**config.mk**
```make
export PLATFORM = sky130hd
export DESIGN_NAME = kvi_queue
export DESIGN_NICKNAME = d
export VERILOG_FILES = /design/src/rtl/kvi_pkg.sv /design/src/rtl/kvi_queue.sv
export SDC_FILE = /design/constraint.sdc
export NUM_CORES = 1
export LEC_CHECK = 0
export BUFFER_PORTS_ARGS = -buffer_cell sky130_fd_sc_hd__buf_2
export CORE_ASPECT_RATIO = 1.5
export CORE_MARGIN = 2
export CORE_UTILIZATION = 54
export CTS_BUF_LIST = sky130_fd_sc_hd__clkbuf_4 sky130_fd_sc_hd__clkbuf_8
export DETAILED_ROUTE_END_ITERATION = 10
export GPL_TIMING_DRIVEN = 0
export HOLD_SLACK_MARGIN = 0.12
export PLACE_DENSITY = 0.89
export SLEW_MARGIN = 15
export SYNTH_ARGS = -nofsm -noshare
export SYNTH_HDL_FRONTEND = slang
export SYNTH_SLANG_ARGS = --single-unit
```
**constraint.sdc**
```tcl
create_clock -name clk -period 6.4 [get_ports clk]
set_input_delay 1.28 -clock clk [delete_from_list [all_inputs] [get_ports clk]]
set_output_delay 1.28 -clock clk [all_outputs]
set_load 0.005 [all_outputs]
```
**src/rtl/kvi_pkg.sv**
```systemverilog
// Package with shared types and constants of the keyframe vector interpolator.
`default_nettype none
package kvi_pkg;
  localparam logic OP_LOAD  = 1'b0;
  localparam logic OP_QUERY = 1'b1;

  typedef struct packed {
    logic        opcode;
    logic [5:0]  key_slot;
    logic [31:0] key_stamp;
    logic [31:0] key_x;
    logic [31:0] key_y;
    logic [31:0] key_z;
    logic [31:0] query_time;
  } item_t;
endpackage
`default_nettype wire

```
**src/rtl/kvi_queue.sv**
```systemverilog
// Two-entry item queue between the front and the back of the interpolator.
`default_nettype none
module kvi_queue (
  input  wire logic          clk,
  input  wire logic          rst,
  input  wire logic          push,
  input  kvi_pkg::item_t     push_item,
  output logic               full,
  input  wire logic          pop,
  output logic               not_empty,
  output kvi_pkg::item_t     head
);
  kvi_pkg::item_t slots [2];
  logic       wr_ptr;
  logic       rd_ptr;
  logic [1:0] fill;

  assign full      = (fill == 2'd2);
  assign not_empty = (fill != 2'd0);
  assign head      = slots[rd_ptr];

  always_ff @(posedge clk) begin
    if (push && !full) begin
      slots[wr_ptr] <= push_item;
    end
  end

  always_ff @(posedge clk) begin
    if (rst) begin
      wr_ptr <= 1'b0;
      rd_ptr <= 1'b0;
      fill   <= 2'd0;
    end else begin
      if (push && !full) begin
        wr_ptr <= ~wr_ptr;
      end
      if (pop && not_empty) begin
        rd_ptr <= ~rd_ptr;
      end
      fill <= fill + {1'b0, push && !full} - {1'b0, pop && not_empty};
    end
  end

`ifndef SYNTHESIS
  a_fill_max: assert property (@(posedge clk) disable iff (rst) fill <= 2'd2)
    else $error("queue fill exceeds depth");
  a_full_nopush: assert property (@(posedge clk) disable iff (rst)
    full && !pop |=> full) else $error("full queue lost an item");
  a_empty_stay: assert property (@(posedge clk) disable iff (rst)
    !not_empty && !push |=> !not_empty) else $error("empty queue gained an item");
`endif
endmodule
`default_nettype wire

```
Word-level counts from Yosys, hierarchy flattened
Memory sizes are Yosys's and may differ from the RTL's. A register that Yosys moved wholly into a read port is not among the register bits.
Cells that the tools add are included.

storage, ports and cells
  register bits = 4
  RAM bits = 334
  input port bits = 171
  output and inout bits = 169
  word-level logic and storage cells = 17
  memories kept = 1

memory list
  name   words  width  read ports  clocked after Yosys merged registers in  wr ports  line             source
  slots  2      167    1           1                                        1         kvi_queue.sv:13  kvi_pkg::item_t slots [2];

operators by class
  add/sub/neg operators = 2
  equal/unequal tests = 1
  mux-type cells = 4
  bitwise operators = 2
  reductions and logical operators = 4

operator list
  cell                  number
  $mux W1               4
  $add A2 B1 Y2         1
  $eq A2 B2 Y1 const B  1
  $logic_and A1 B1 Y1   2
  $not A1 Y1            2
  $reduce_bool A2 Y1    1
  $sub A2 B1 Y2         1
  $logic_not A1 Y1      1

Logic depth before layout (Yosys ltp)
  depth in word-level cells = 5
  mapped depth = 8
  mapped depth without buffers = 8

Worst setup path after synthesis
OpenSTA, ideal clock, no wires.

  path type = input port to flip-flop
  from = in push
  to = mem slots[1][0] in the netlist's numbering, enable pin
  setup time = 0.548 ns
  arrival time = 5.156 ns
  required time = 5.852 ns
  setup slack = 0.696 ns
  cell stages on the path = 1
  path buffers = 0
  cell sequence = and3_1

on the way
  longest elaborated chain between the ends = 3

RTL lines
  what                           line             source
  start, declared                kvi_queue.sv:6   input wire logic push,
  $logic_and A1 B1 Y1            kvi_queue.sv:23  if (push && !full) begin
  $mux W1                        kvi_queue.sv:23
  $mux W1 (not written as such)  kvi_queue.sv:24  slots[wr_ptr] <= push_item;
  end, declared                  kvi_queue.sv:13

No other way between the ends.

==> flow_summary.html <==
<table>
<tr><th>Metric</th><th>Value</th></tr>
<tr><th colspan="2">Finish</th></tr>
<tr><td>Layout area overhead</td><td>24.62%</td></tr>
<tr><td>Nets@finish</td><td>around 1100</td></tr>
<tr><td>Layout Utilization</td><td>0.6789</td></tr>
<tr><td>Proportion of layout cells with a drive suffix above 1</td><td>0.6260</td></tr>
<tr><td>Leading cell types in the layout, fill and taps excluded</td><td>sky130_fd_sc_hd__buf_2 (342), sky130_fd_sc_hd__edfxtp_1 (334), sky130_fd_sc_hd__mux2_4 (120), sky130_fd_sc_hd__clkbuf_8 (48), sky130_fd_sc_hd__mux2_2 (47)</td></tr>
<tr><td>Total non-filler cell area in the finished layout</td><td>15940 um^2</td></tr>
<tr><td>Most common cell after layout, fill and taps aside</td><td>sky130_fd_sc_hd__buf_2</td></tr>
<tr><th colspan="2">Clocking</th></tr>
<tr><td>Number of CTS-inserted buffers</td><td>47</td></tr>
<tr><td>Clock edge transition at the registers on the reported setup and hold paths</td><td>60 ps</td></tr>
<tr><td>Worst-Skew Late Latency</td><td>570 ps</td></tr>
<tr><td>Clock net sink count</td><td>339</td></tr>
<tr><td>H-tree lvl count</td><td>2</td></tr>
<tr><td>Worst-case clock buffer depth</td><td>3</td></tr>
<tr><td>Clock root buffer</td><td>sky130_fd_sc_hd__clkbuf_8</td></tr>
<tr><td>Count of cells resized by post-cts repair</td><td>0</td></tr>
<tr><td>CTS tree</td><td>done</td></tr>
<tr><td>Number of buffers added to fix hold violations after cts</td><td>0</td></tr>
<tr><td>Postcts setup bufs</td><td>0</td></tr>
<tr><th colspan="2">Yosys</th></tr>
<tr><td>Cell variety after synth</td><td>21</td></tr>
<tr><td>Net count after synthesis</td><td>a little over 700</td></tr>
<tr><td>Sequential area share after synthesis</td><td>0.7919</td></tr>
<tr><td>Number of warnings reported in the yosys synthesis log</td><td>0</td></tr>
<tr><td>Gate Count Post-Synth</td><td>approximately 550</td></tr>
<tr><td>Library cell occupying the most area in the post-synthesis netlist</td><td>sky130_fd_sc_hd__edfxtp_1</td></tr>
<tr><td>Post-synthesis average cell area</td><td>23.43 um^2</td></tr>
<tr><td>Cell Area, Synth</td><td>around 13000 um^2</td></tr>
<tr><td>Total of flip-flops plus latches after synthesis</td><td>339</td></tr>
<tr><td>Share of Yosys cell area claimed by the top area cell type</td><td>0.7840</td></tr>
<tr><td>Largest cells by area after synthesis</td><td>sky130_fd_sc_hd__edfxtp_1 (78%), sky130_fd_sc_hd__mux2_4 (14%), sky130_fd_sc_hd__mux2_2 (4.1%)</td></tr>
<tr><th colspan="2">Power</th></tr>
<tr><td>Power per cell area</td><td>around 370 nW/um^2</td></tr>
<tr><td>Leakage Power</td><td>6.254 nW</td></tr>
<tr><td>Max VDD drop</td><td>approximately 290 uV</td></tr>
<tr><th colspan="2">STA</th></tr>
<tr><td>Final period demand of the worst path</td><td>approximately 3100 ps</td></tr>
<tr><td>Clock tree skew after final layout</td><td>14.11 ps</td></tr>
<tr><td>RSZ-0062 raised after global routing</td><td>no</td></tr>
<tr><td>Maximum achievable frequency</td><td>318.2 MHz</td></tr>
<tr><td>Setup-violating endpoint count in the final report</td><td>0</td></tr>
<tr><td>Tightest slew margin relative to the limit</td><td>0.5820</td></tr>
<tr><td>Period Utilization, post-route</td><td>0.4911</td></tr>
<tr><td>Setup total negative slack</td><td>0 ps</td></tr>
<tr><td>Max Slew Vio Count</td><td>0</td></tr>
<tr><td>Final number of hold-violating endpoints</td><td>0</td></tr>
<tr><td>Slew at the pin closest to its max-slew limit</td><td>627.0 ps</td></tr>
<tr><th colspan="2">Global route</th></tr>
<tr><td>Pin count of the biggest net entering global routing</td><td>85</td></tr>
<tr><td>Number of global-route vias before repair</td><td>between 6000 and 7000</td></tr>
<tr><td>All-Layer GR Usage</td><td>0.1874</td></tr>
<tr><td>Global-route wire length before repair</td><td>34890 um</td></tr>
<tr><td>Sum of overflow across all layers after global routing</td><td>0</td></tr>
<tr><td>Antenna violations before repair</td><td>8</td></tr>
<tr><th colspan="2">Placement</th></tr>
<tr><td>Sum of net half-perimeters after detailed placement</td><td>17070 um</td></tr>
<tr><td>Area after detailed placement</td><td>between 15000 and 20000 um^2</td></tr>
<tr><td>Routability congestion estimate from global placement</td><td>between 0.7 and 0.8</td></tr>
<tr><td>Count of port buffers added during placement</td><td>roughly 340</td></tr>
<tr><th colspan="2">Hold path</th></tr>
<tr><td>Worst min-delay path category</td><td>register to register</td></tr>
<tr><td>Worst Hold Path EP</td><td>wr_ptr</td></tr>
<tr><td>Hold Startpoint</td><td>wr_ptr</td></tr>
<tr><td>Worst hold path cell count</td><td>2</td></tr>
<tr><th colspan="2">Critical path</th></tr>
<tr><td>Data required time at the worst endpoint</td><td>5120 ps</td></tr>
<tr><td>Kind of start point of the critical path</td><td>register</td></tr>
<tr><td>Worst R2R Setup Slack</td><td>4110 ps</td></tr>
<tr><td>Count of cells along the worst register-to-register path</td><td>5</td></tr>
<tr><td>Category of the most critical setup path</td><td>register to output pin</td></tr>
<tr><td>Largest fanout on the critical path</td><td>10</td></tr>
<tr><td>Critical Path End Type</td><td>output pin</td></tr>
<tr><td>Critical Path AT</td><td>1860 ps</td></tr>
<tr><td>Startpoint of the most critical register-to-register path</td><td>fill[0]</td></tr>
<tr><td>Worst reg2reg path endpoint</td><td>slots[0][78]</td></tr>
<tr><th colspan="2">Outcome</th></tr>
<tr><td>Status</td><td>completed</td></tr>
<tr><th colspan="2">Floorplan</th></tr>
<tr><td>Core Region</td><td>23480 um^2</td></tr>
<tr><td>Initial Utilization</td><td>0.5448</td></tr>
<tr><td>Num ports</td><td>340</td></tr>
<tr><td>Horizontal extent of the die</td><td>roughly 130 um</td></tr>
<tr><td>Area of the die</td><td>24960 um^2</td></tr>
<tr><td>Chip Height</td><td>192.5 um</td></tr>
<tr><td>Row cnt</td><td>69</td></tr>
<tr><th colspan="2">Routing</th></tr>
<tr><td>DRT antenna net count</td><td>0</td></tr>
<tr><td>Total DRC errors in the routed layout</td><td>0</td></tr>
<tr><td>DR vias/cell</td><td>slightly below 5</td></tr>
<tr><td>Wire length reported by the detailed router</td><td>24740 um</td></tr>
<tr><td>Routed len/inst</td><td>~19 um</td></tr>
<tr><td>Violation count after the first detailed-route iteration</td><td>306</td></tr>
<tr><td>Detailed Routing Iterations Pass 1</td><td>4</td></tr>
<tr><td>Number of vias after detailed routing</td><td>roughly 6400</td></tr>
<tr><th colspan="2">Job</th></tr>
<tr><td>Count of maximum capacitance violations</td><td>0</td></tr>
</table>
## where the power goes
part / switching (mW) / total, mW / internal, mW
logic: 0.662 / 1.46 / 0.799
registers: 0.0676 / 2.82 / 2.75
clock network: 0.772 / 1.61 / 0.838
## cell families (layout without fill, tap and decap cells)
group | count (synthesis) | after routing | share of synthesized area
multiplexers | 167 | 167 | 0.1822
buffers and inverters | 23 | 453 | 0.01672
XOR/XNOR | 3 | 3 | 0.002054
AO/OA/AOI/OAI | 3 | 3 | 0.001369
flip-flops | 339 | 339 | 0.7919
other | 0 | 7 | 0
adder cells (fa/ha/maj) | 2 | 2 | 0.001956
AND/OR/NAND/NOR | 9 | 9 | 0.003816
## synth_stat cells
cell and number:
sky130_fd_sc_hd__edfxtp_1 334, sky130_fd_sc_hd__mux2_4 120, sky130_fd_sc_hd__mux2_2 47, sky130_fd_sc_hd__buf_6 15, sky130_fd_sc_hd__dfxtp_1 5, sky130_fd_sc_hd__inv_1 4
sky130_fd_sc_hd__buf_2 3, sky130_fd_sc_hd__nor2_1 3, sky130_fd_sc_hd__ha_1 2, sky130_fd_sc_hd__xnor2_1 2, sky130_fd_sc_hd__a21oi_1 1, sky130_fd_sc_hd__and3_1 1
sky130_fd_sc_hd__buf_8 1, sky130_fd_sc_hd__nand2_1 1, sky130_fd_sc_hd__nand2b_2 1, sky130_fd_sc_hd__nor2b_1 1, sky130_fd_sc_hd__o21a_1 1, sky130_fd_sc_hd__o21ai_0 1
sky130_fd_sc_hd__or2_2 1, sky130_fd_sc_hd__or3_1 1, sky130_fd_sc_hd__xor2_1 1
## registers in the layout, indices dropped and copies added, names as in the netlist, named ones only
name,cells
wr_ptr,1
slots,334
rd_ptr,1
fill,2
## critical path, cell delays in order (launching register included)
cell and delay (ps):
sky130_fd_sc_hd__dfxtp_1 320, sky130_fd_sc_hd__buf_6 110, sky130_fd_sc_hd__buf_8 180, sky130_fd_sc_hd__buf_6 200, sky130_fd_sc_hd__mux2_4 330, sky130_fd_sc_hd__buf_2 130
## per-stage QoR
step	hold slack (ps)	setup slack (ps)	cells	total power, mW
3_3_place_gp	472.9	-1252	1204	4.346
3_5_place_dp	484.5	3164	1208	4.347
2_1_floorplan	451.8	696.5	546	3.812
5_1_grt	523.7	3160	1298	6.146
6_report	503.0	3257	1302	5.893
4_1_cts	496.4	3207	1295	5.959
## worst max path at each step
stage                     to  slack, ps  depth (start not counted)
5_1_grt             head[61]       3160                          5
6_report            head[59]       3260                          5
3_5_place_dp   slots[0][113]       3160                          5
2_1_floorplan    slots[1][0]        700                          1
4_1_cts             head[59]       3210                          5
3_3_place_gp   slots[1][106]      -1250                          2
## routing by layer
metal | GRT usage | wire length (um) | part of all wire
met5 | 0 | 52 | 0.0021
met4 | 0.09884 | 1056 | 0.043
met1 | 0.1748 | 7771 | 0.31
met3 | 0.07097 | 2152 | 0.087
met2 | 0.3462 | 13700 | 0.55
## final cells by class
class | count | area [um^2]
antenna | 7 | 17.52
buffer | 19 | 198.9
clock buffer | 64 | 780.7
clock inverter | 23 | 140.1
fill | 1577 | 7541
inverter | 4 | 22.52
multi-input combinational | 184 | 2454
sequential | 339 | 10130
tap | 319 | 399.1
timing repair buffer | 343 | 1799
(Power assumes the default switching activity.)
